File: src/design/ibs_pkg.sv
package ibs_pkg;

	// input beat: one pixel write or one sample request
	typedef struct packed {
		logic               mode;
		logic [8:0]         write_col;
		logic [8:0]         write_row;
		logic [31:0]        pixel_word;
		logic signed [23:0] sample_u;
		logic signed [23:0] sample_v;
	} req_t;

	// output beat: one sample result
	typedef struct packed {
		logic               inside_res;
		logic [7:0]         channel_0;
		logic [7:0]         channel_1;
		logic [7:0]         channel_2;
		logic signed [31:0] scalar_value;
	} rsp_t;

	localparam logic MODE_WRITE  = 1'b0;
	localparam logic MODE_SAMPLE = 1'b1;

	localparam logic [1:0] FMT_RGB8 = 2'd0;
	localparam logic [1:0] FMT_U16  = 2'd1;
	localparam logic [1:0] FMT_S32  = 2'd2;

	localparam logic [1:0] REG_COLS   = 2'd0;
	localparam logic [1:0] REG_ROWS   = 2'd1;
	localparam logic [1:0] REG_FORMAT = 2'd2;

	// widest store address and fraction the parameters allow
	localparam int ADDR_W_MAX = 24;
	localparam int FRAC_W_MAX = 16;

	localparam int CMD_DEPTH = 4;
	localparam int OUT_DEPTH = 4;

	typedef enum logic [1:0] {
		CMD_WRITE,
		CMD_SAMPLE,
		CMD_OUTSIDE
	} cmd_kind_t;

	// classified command from front to back
	typedef struct packed {
		cmd_kind_t               kind;
		logic [ADDR_W_MAX-1:0]   addr;
		logic [31:0]             wdata;
		logic [FRAC_W_MAX-1:0]   dx;
		logic [FRAC_W_MAX-1:0]   dy;
	} cmd_t;

	// back end status seen by the top level
	typedef struct packed {
		logic [2:0] pend;
		logic [1:0] step;
	} back_stat_t;

endpackage

File: src/design/ibs_fifo.sv
module ibs_fifo #(
	parameter type T = logic,
	parameter int DEPTH = 4
) (
	input  logic clk,
	input  logic arst_n,
	input  logic push,
	input  T     din,
	output logic full,
	input  logic pop,
	output T     dout,
	output logic empty
);

	localparam int PW = $clog2(DEPTH);
	localparam int CW = $clog2(DEPTH + 1);

	T              mem_q [DEPTH];
	logic [PW-1:0] wr_q;
	logic [PW-1:0] rd_q;
	logic [CW-1:0] cnt_q;

	assign full  = cnt_q == CW'(DEPTH);
	assign empty = cnt_q == '0;
	assign dout  = mem_q[rd_q];

	// storage
	always_ff @(posedge clk) begin
		if (push) begin
			mem_q[wr_q] <= din;
		end
	end

	// pointers and fill level
	always_ff @(posedge clk or negedge arst_n) begin
		if (!arst_n) begin
			wr_q  <= '0;
			rd_q  <= '0;
			cnt_q <= '0;
		end else begin
			if (push) begin
				wr_q <= (wr_q == PW'(DEPTH - 1)) ? '0 : wr_q + PW'(1);
			end
			if (pop) begin
				rd_q <= (rd_q == PW'(DEPTH - 1)) ? '0 : rd_q + PW'(1);
			end
			cnt_q <= cnt_q + CW'(push) - CW'(pop);
		end
	end

endmodule

File: src/design/ibs_front.sv
module ibs_front #(
	parameter int MAX_COLS = 512,
	parameter int MAX_ROWS = 512,
	parameter int FRAC_BITS = 8
) (
	input  logic          clk,
	input  logic          arst_n,
	input  logic          req_valid,
	output logic          req_ready,
	input  ibs_pkg::req_t req,
	input  logic [9:0]    image_cols,
	input  logic [9:0]    image_rows,
	output logic          cmd_valid,
	input  logic          cmd_pop,
	output ibs_pkg::cmd_t cmd
);

	localparam int AW = $clog2(MAX_COLS * MAX_ROWS);
	localparam int IW = 24 - FRAC_BITS;
	localparam logic [AW-1:0] ROW_STRIDE = AW'(MAX_COLS);

	logic          full;
	logic          empty;
	logic          push;
	logic [IW-1:0] x;
	logic [IW-1:0] y;
	logic          outside;
	logic          write_ok;
	logic [AW-1:0] sample_addr;
	logic [AW-1:0] write_addr;
	ibs_pkg::cmd_t cmd_in;

	// floor the coordinates and test the top-left neighbour
	always_comb begin
		x = req.sample_u[23:FRAC_BITS];
		y = req.sample_v[23:FRAC_BITS];
		outside = req.sample_u[23] || req.sample_v[23]
			|| (24'(x) > 24'(image_cols) - 24'd2)
			|| (24'(y) > 24'(image_rows) - 24'd2);
		sample_addr = AW'(y) * ROW_STRIDE + AW'(x);
		write_ok = (32'(req.write_col) < MAX_COLS) && (32'(req.write_row) < MAX_ROWS);
		write_addr = AW'(req.write_row) * ROW_STRIDE + AW'(req.write_col);
	end

	// build the command
	always_comb begin
		cmd_in = '0;
		cmd_in.wdata = req.pixel_word;
		cmd_in.dx = ibs_pkg::FRAC_W_MAX'(req.sample_u[FRAC_BITS-1:0]);
		cmd_in.dy = ibs_pkg::FRAC_W_MAX'(req.sample_v[FRAC_BITS-1:0]);
		if (req.mode == ibs_pkg::MODE_WRITE) begin
			cmd_in.kind = ibs_pkg::CMD_WRITE;
			cmd_in.addr = ibs_pkg::ADDR_W_MAX'(write_addr);
		end else if (outside) begin
			cmd_in.kind = ibs_pkg::CMD_OUTSIDE;
			cmd_in.addr = '0;
		end else begin
			cmd_in.kind = ibs_pkg::CMD_SAMPLE;
			cmd_in.addr = ibs_pkg::ADDR_W_MAX'(sample_addr);
		end
	end

	// writes outside the store are dropped on accept
	assign req_ready = !full;
	assign push = req_valid && req_ready && (req.mode == ibs_pkg::MODE_SAMPLE || write_ok);
	assign cmd_valid = !empty;

	ibs_fifo #(
		.T     (ibs_pkg::cmd_t),
		.DEPTH (ibs_pkg::CMD_DEPTH)
	) u_cmd_fifo (
		.clk    (clk),
		.arst_n (arst_n),
		.push   (push),
		.din    (cmd_in),
		.full   (full),
		.pop    (cmd_pop),
		.dout   (cmd),
		.empty  (empty)
	);

endmodule

File: config.mk
export PLATFORM = sky130hd
export DESIGN_NAME = ibs_front
export DESIGN_NICKNAME = d
export VERILOG_FILES = /design/src/design/ibs_pkg.sv /design/src/design/ibs_fifo.sv /design/src/design/ibs_front.sv
export SDC_FILE = /design/constraint.sdc
export NUM_CORES = 1
export LEC_CHECK = 0
export BUFFER_PORTS_ARGS = -buffer_cell sky130_fd_sc_hd__buf_4
export CAP_MARGIN = 15
export CELL_PAD_IN_SITES_DETAIL_PLACEMENT = 1
export CELL_PAD_IN_SITES_GLOBAL_PLACEMENT = 1
export CORE_MARGIN = 10
export CORE_UTILIZATION = 50
export DETAILED_ROUTE_END_ITERATION = 16
export PLACE_DENSITY_LB_ADDON = 0.1
export SLEW_MARGIN = 20
export SYNTH_ARGS = -nofsm -noshare
export SYNTH_HDL_FRONTEND = slang
export SYNTH_SLANG_ARGS = --single-unit
File: constraint.sdc
create_clock -name clk -period 4.4 [get_ports clk]
set_input_delay 0.44 -clock clk [delete_from_list [all_inputs] [get_ports clk]]
set_output_delay 0.44 -clock clk [all_outputs]
set_load 0.05 [all_outputs]
==> results of run 1 <==
==> critical path: stages <==
cell,delay [ps]
buf_4,120
nor4_1,520
nand3_1,400
ha_1,460
nand4_1,160
nor4_1,410
a21bo_2,280
o211ai_1,90
a32o_1,190
buf_4,300
o2bb2ai_1,200
==> cells in the final DEF, fill, tap and decap left out, drive strengths merged, types with 2 or more instances in the layout <==
cell,count
a21o,2
nor4,4
nand4,7
clkinv,12
conb,22
nor3,8
nand3,8
clkbuf,33
inv,16
edfxtp,272
fa,2
a21oi,13
and2,2
ha,48
nand2,34
mux4,68
dfrtp,7
xnor2,11
and3,4
buf,198
nor2b,4
mux2,2
o2bb2ai,16
a21bo,2
o211ai,4
nor2,16
o21ai,8
xor2,11
diode,2
and4,2
a211oi,3
o31ai,2
nor4b,3
==> per-stage QoR <==
| step | std cells | power (mW) |
|---|---|---|
| after global placement | 1123 | 7.87 |
| after global routing | 1174 | 10.4 |
| after floorplan | 652 | 6.69 |
| after CTS | 1172 | 10.1 |
| after detailed placement | 1123 | 7.98 |
| final | 1176 | 9.95 |
==> state kept, by name (all words and copies together), names as in the netlist <==
| name | count |
|---|---|
| u_cmd_fifo.mem_q | 272 |
| u_cmd_fifo.wr_q | 2 |
| u_cmd_fifo.rd_q | 2 |
| u_cmd_fifo.cnt_q | 3 |
==> final timing paths <==
kind,endpoint,cells after the start,from,slack [ps]
max,u_cmd_fifo.mem_q[0][61],11,image_cols[6],1040
min,u_cmd_fifo.mem_q[3][8],1,req[24],120
max reg2reg,u_cmd_fifo.mem_q[1][58],4,u_cmd_fifo.cnt_q[1],2170
min reg2reg,u_cmd_fifo.cnt_q[2],1,u_cmd_fifo.cnt_q[2],510
max in group asynchronous,u_cmd_fifo.rd_q[0],2,arst_n,3980
min in group asynchronous,u_cmd_fifo.cnt_q[2],2,arst_n,280
==> per-layer routing <==
metal  part of all wire  global-route usage  vias up
met2               0.51               0.308      214
met4              0.012              0.0353        0
li1                   -                   -     2928
met5                  0                   0        -
met1               0.40               0.216     3280
met3              0.070              0.0457       21
==> power groups by stage <==
stage | combinational, mW | sequential, mW | clock [mW]
global placement | 4.00 | 3.87 | 0
detailed placement | 4.05 | 3.92 | 0
global route | 4.23 | 3.90 | 2.26
finish | 4.02 | 3.84 | 2.09
CTS | 4.06 | 3.87 | 2.13
floorplan | 3.04 | 3.65 | 0
==> what timing repair did <==
item                      CTS  global route
hold buffers                1             0
setup buffers               0             0
gates resized for setup     0             0
hold endpoints to repair    7             0
==> cells by family after synthesis <==
family,after synthesis,synth area share
DFF,279,0.697
other,1,0.000313
AOI/OAI and AO/OA,56,0.0358
xor gates and xnor gates,22,0.0161
buffers and inverters,59,0.0268
adders and majority gates,50,0.0535
muxes,70,0.130
and+or+nand+nor,94,0.0405
==> layout make-up <==
class,count,share of cell area
tap,319,0.0274
antenna,2,0.000344
clock buffer,33,0.0480
sequential,279,0.574
inverter,15,0.00387
clock inverter,15,0.00697
timing repair buffer,199,0.105
multi-input combinational,314,0.234
==> results.tsv, run 1 <==
stage	metric	value	unit
flow_run	max-cap viol count	0	
clocking	H-tree depth	1	
die	Die Footprint	30500	um2
detailed_routing	Starting DRT DRC Count	455	
clocking	CTS tree	yes	
sta	Final Critical Period	3360	ps
grt	global-route wire length before repair	42.4	mm
grt	vias in the first global route	7478	
run_status	run status	complete, no violations	
placed_design	worst slack at placement	564	ps
clocking	clk slew on worst S/H paths	60	ps
placed_design	gpl congestion	0.880	
power_and_ir_drop	register share of total power	0.386	
sta	final hold viol count	0	
placed_design	port bufs	192	
logic_synthesis	main flop type after synthesis	edfxtp_1	
sta	Rel. slew slack	0.271	
worst_setup_path	Critical Setup Path Class	in -> reg	
power_and_ir_drop	Clk network pwr share	0.210	
layout	Synth-to-Final Area Change	21.5	%
clocking	Worst-Skew Late Latency	520	ps
grt	antenna violations before repair	0	
logic_synthesis	Synth Instances	631	
clocking	total CTS buffers	26	
sta	final setup margin	1040	ps
die	Initial Util	0.508	
detailed_routing	DRT Pass-1 Iters	5	
sta	Final Max Tran Viols	0	
die	io pins	215	
detailed_routing	final WL	27.6	mm
logic_synthesis	yosys warns	0	
clocking	Sink Count	279	
detailed_routing	vias per inst	5.48	
detailed_routing	DR vias	6443	
logic_synthesis	count of distinct cell types in the synthesized netlist	46	
sta	Period Utilization, post-route	0.764	
power_and_ir_drop	LEAKAGE	5.22	nW
sta	Setup Viol. Count Final	0	
die	# rows	56	
worst_setup_path	Critical Path Source Type	input port	
grt	GRT Overall Usage	0.176	
sta	RSZ-0062 raised after global routing	false	
logic_synthesis	async set-or-reset flop fraction in the synthesized netlist	0.0251	
layout	area occupied by multi-input gates	3400	um2
die	Core ar.	23500	um2
logic_synthesis	Synth Area per Inst	19.0	um2
logic_synthesis	top post-synthesis cells by area	edfxtp_1, mux4_2, ha_1	
power_and_ir_drop	combinational fraction of design power	0.404	
sta	Clock Skew	17.9	ps
placed_design	Placed Instance Area	13700	um2
sta	Slew @ Worst Pin	1090	ps
logic_synthesis	FF+latch count, synth	279	
sta	FMAX	0.297	GHz
layout	layout filler cell count	2134	
layout	final net count	1008	
power_and_ir_drop	maximum vdd drop	0.000340	V
clocking	root buf cell	clkbuf_16	
logic_synthesis	Yosys top cell by area	edfxtp_1	
detailed_routing	Routed WL per cell	23.5	um
logic_synthesis	register area share after synthesis	0.697	
worst_setup_path	Arr. time, crit path	3580	ps
sta	Hold Slack	119	ps
layout	Final Instance Area	14500	um2
layout	layout cells sized above 1	0.374	
power_and_ir_drop	Sw Pwr	3.84	mW
detailed_routing	DRC violations left	0	
grt	grt ovf	0	
power_and_ir_drop	pwr/cell area	685	nW/um2
grt	largest net degree at the start of global routing	71	
layout	Final Util	0.618	
worst_setup_path	WP data required	4620	ps
power_and_ir_drop	Int Pwr	6.11	mW
layout	Register Area	8350	um2
power_and_ir_drop	switching part of the total	0.386	
clocking	clk buf depth	3	
logic_synthesis	share of the synthesized area in the top cell type	0.683	
worst_setup_path	peak fanout along the critical path	20	
placed_design	Final HPWL DP	19.1	mm
logic_synthesis	Post-synth EDFFs	272	
die	die width	175	um
sta	Setup TNS Final	0	ps
worst_setup_path	type of destination of the critical path	flop	
logic_synthesis	count leader, synth	edfxtp_1	
detailed_routing	antenna-violating nets left	0	
min_path	min-delay worst type	in -> reg	
logic_synthesis	Synth top cells by count	edfxtp_1, mux4_2, ha_1, nand2_1, buf_4	
die	Die Y	175	um
logic_synthesis	cell area after synthesis	12000	um2
Note: power is estimated with default switching activity, not from simulation.
==> run 2, diff against run 1 <==
--- a/config.mk
+++ b/config.mk
@@ -10,7 +10,7 @@
 export CELL_PAD_IN_SITES_DETAIL_PLACEMENT = 1
 export CELL_PAD_IN_SITES_GLOBAL_PLACEMENT = 1
 export CORE_MARGIN = 10
-export CORE_UTILIZATION = 50
+export CORE_UTILIZATION = 43
 export DETAILED_ROUTE_END_ITERATION = 16
 export PLACE_DENSITY_LB_ADDON = 0.1
 export SLEW_MARGIN = 20
==> constraint.sdc (replaced) <==
create_clock -name clk -period 2.8 [get_ports clk]
set_input_delay 0.28 -clock clk [delete_from_list [all_inputs] [get_ports clk]]
set_output_delay 0.28 -clock clk [all_outputs]
set_load 0.05 [all_outputs]
==> run 2 against run 1 <==
  * Worst setup slack got worse by 890 ps
  * First-iteration DRC count is 26% lower
  * Via count increased by 6.9%
  * Largest cell class unchanged
==> results.tsv, run 2 (same netlist as run 1, synthesis figures left out) <==
stage	metric	value	unit	change
run_status	run status	complete, no violations		unchanged
die	Initial Util	0.433		was 0.508
layout	Final Instance Area	15600	um2	was 14500 um2
detailed_routing	DRT Pass-1 Iters	4		was 5
clocking	postcts setup bufs	0		unchanged
placed_design	Final HPWL DP	19.8	mm	was 19.1 mm
layout	Top reg by flops	u_cmd_fifo.mem_q		unchanged
clocking	CTS tree	yes		unchanged
worst_setup_path	Critical Setup Path Class	in -> reg		unchanged
sta	Final Critical Period	2650	ps	
power_and_ir_drop	pwr/cell area	1040	nW/um2	was 685 nW/um2
detailed_routing	DR vias	6890		was 6443
die	# rows	61		was 56
power_and_ir_drop	combinational fraction of design power	0.413		was 0.404
sta	final hold viol count	0		unchanged
layout	Final Util	0.564		was 0.618
layout	max reg flops	272		unchanged
grt	global-route wire length before repair	46.4	mm	was 42.4 mm
layout	final net count	1092		was 1008
worst_setup_path	Critical Path Source Type	input port		unchanged
clocking	H-tree depth	1		unchanged
sta	Clock Skew	10.4	ps	was 17.9 ps
placed_design	Placed Instance Area	14100	um2	was 13700 um2
detailed_routing	final WL	29.4	mm	was 27.6 mm
flow_run	max-cap viol count	0		unchanged
detailed_routing	DRC violations left	0		unchanged
die	die width	187	um	was 175 um
sta	FMAX	0.377	GHz	
worst_setup_path	peak fanout along the critical path	20		unchanged
clocking	Worst-Skew Late Latency	530	ps	was 520 ps
power_and_ir_drop	Sw Pwr	6.17	mW	was 3.84 mW
clocking	total CTS buffers	28		was 26
sta	Slew @ Worst Pin	941	ps	was 1090 ps
detailed_routing	antenna-violating nets left	0		unchanged
sta	Period Utilization, post-route	0.948		
layout	layout filler cell count	2575		was 2134
worst_setup_path	WP data required	3050	ps	was 4620 ps
sta	RSZ-0062 raised after global routing	true		was false
clocking	clk buf depth	3		unchanged
layout	commonest non-fill, non-tap cell in the layout	edfxtp_1		unchanged
power_and_ir_drop	maximum vdd drop	0.000504	V	was 0.000340 V
sta	Setup Viol. Count Final	0		unchanged
min_path	min-delay worst type	in -> reg		unchanged
clocking	clk slew on worst S/H paths	60	ps	about the same
die	Core ar.	27600	um2	was 23500 um2
detailed_routing	Starting DRT DRC Count	337		was 455
detailed_routing	vias per inst	5.22		was 5.48
die	Die Footprint	34900	um2	was 30500 um2
sta	Rel. slew slack	0.372		was 0.271
layout	Synth-to-Final Area Change	30.1	%	was 21.5%
power_and_ir_drop	Clk network pwr share	0.221		was 0.210
placed_design	port bufs	192		unchanged
grt	grt ovf	0		unchanged
layout	Register Area	8350	um2	unchanged
clocking	Sink Count	279		unchanged
power_and_ir_drop	Int Pwr	10.0	mW	was 6.11 mW
layout	area occupied by multi-input gates	3460	um2	was 3400 um2
worst_setup_path	Arr. time, crit path	2910	ps	was 3580 ps
detailed_routing	Routed WL per cell	22.3	um	was 23.5 um
sta	Setup TNS Final	0	ps	unchanged
sta	Final Max Tran Viols	0		unchanged
worst_setup_path	type of destination of the critical path	flop		unchanged
placed_design	dpl cells	1218		was 1123
layout	layout cells sized above 1	0.388		was 0.374
clocking	root buf cell	clkbuf_16		unchanged
layout	largest registers	u_cmd_fifo.mem_q: 272 flops, u_cmd_fifo.cnt_q: 3 flops		unchanged
die	io pins	215		unchanged
grt	largest net degree at the start of global routing	69		was 71
grt	antenna violations before repair	1		was 0
power_and_ir_drop	switching part of the total	0.381		was 0.386
placed_design	worst slack at placement	-421	ps	was 564 ps
placed_design	gpl congestion	0.836		was 0.880
power_and_ir_drop	LEAKAGE	5.67	nW	was 5.22 nW
grt	vias in the first global route	8071		was 7478
layout	commonest non-fill, non-tap cells in the layout	edfxtp_1, buf_4, mux4_2		unchanged
layout	Post-Layout Cell Count	1321		was 1176
sta	final setup margin	146	ps	was 1040 ps
die	Die Y	187	um	was 175 um
grt	GRT Overall Usage	0.167		was 0.176
power_and_ir_drop	register share of total power	0.365		was 0.386
## run 2: changes by cell type in the layout (fill, tap and decap cells not counted), sizes merged
cell | before | now
dlygate4sd3 | 1 | 49
bufinv | 1 | 2
inv | 16 | 15
buf | 198 | 232
clkbuf | 33 | 38
clkinvlp | 1 | 0
## run 2: final cells by class
| class | count | share of cell area |
|---|---|---|
| flip-flops and latches | 279 | 0.536 |
| multi-input cells | 314 | 0.222 |
| repair buffers | 281 | 0.150 |
| clock buffers | 38 | 0.0501 |
| well taps | 378 | 0.0304 |
| clock inverters | 14 | 0.00739 |
| inverters | 15 | 0.00362 |
| diodes | 2 | 0.000321 |
## run 2: path summary, 6_finish.rpt
kind / from / slack [ps] / cells after the start / end
max: image_cols[6] / 150 / 13 / u_cmd_fifo.mem_q[3][58]
min: cmd_pop / 30 / 2 / u_cmd_fifo.rd_q[0]
max reg2reg: u_cmd_fifo.cnt_q[1] / 710 / 8 / u_cmd_fifo.cnt_q[2]
min reg2reg: u_cmd_fifo.cnt_q[2] / 540 / 1 / u_cmd_fifo.cnt_q[2]
max in group asynchronous: arst_n / 2530 / 2 / u_cmd_fifo.rd_q[1]
min in group asynchronous: arst_n / 130 / 2 / u_cmd_fifo.rd_q[0]
## run 2: repair_timing
| item | 4_1_cts | 5_1_grt |
|---|---|---|
| hold endpoints to repair | 199 | 0 |
| endpoints found under the setup margin | 0 | 80 |
| hold buffers | 49 | 0 |
| gates resized for setup | 0 | 8 |
## run 2: worst max-delay path, stage by stage
cell,delay (ps)
buf_4,120
nor4_4,300
buf_4,180
nand3_1,100
xor2_1,170
ha_1,320
nand4_1,150
nor4_2,330
a21bo_2,270
o211ai_1,100
a32o_1,250
buf_12,180
o2bb2ai_1,150
## run 2: layer usage
layer	global-route usage	up-vias	wire length, um
met4	0.0444	0	656
met5	0	-	0
met2	0.294	223	15000
met3	0.0457	47	1880
met1	0.197	3520	11900
li1	-	3100	-
## run 2: stage by stage
stage	total power, mW	hold slack [ps]
after floorplan	10.5	-15.6
after global placement	12.6	97.8
after detailed placement	12.8	101
after CTS	16.5	5.33
after global routing	17.0	1.94
final	16.2	28.9
## run 2: power by group through the flow
stage / clock network [mW] / logic, mW / registers [mW]
after floorplan: 0 / 4.77 / 5.70
after global placement: 0 / 6.68 / 5.94
after detailed placement: 0 / 6.74 / 6.02
after CTS: 3.70 / 6.81 / 5.93
after global routing: 3.89 / 7.09 / 6.00
final: 3.58 / 6.70 / 5.92
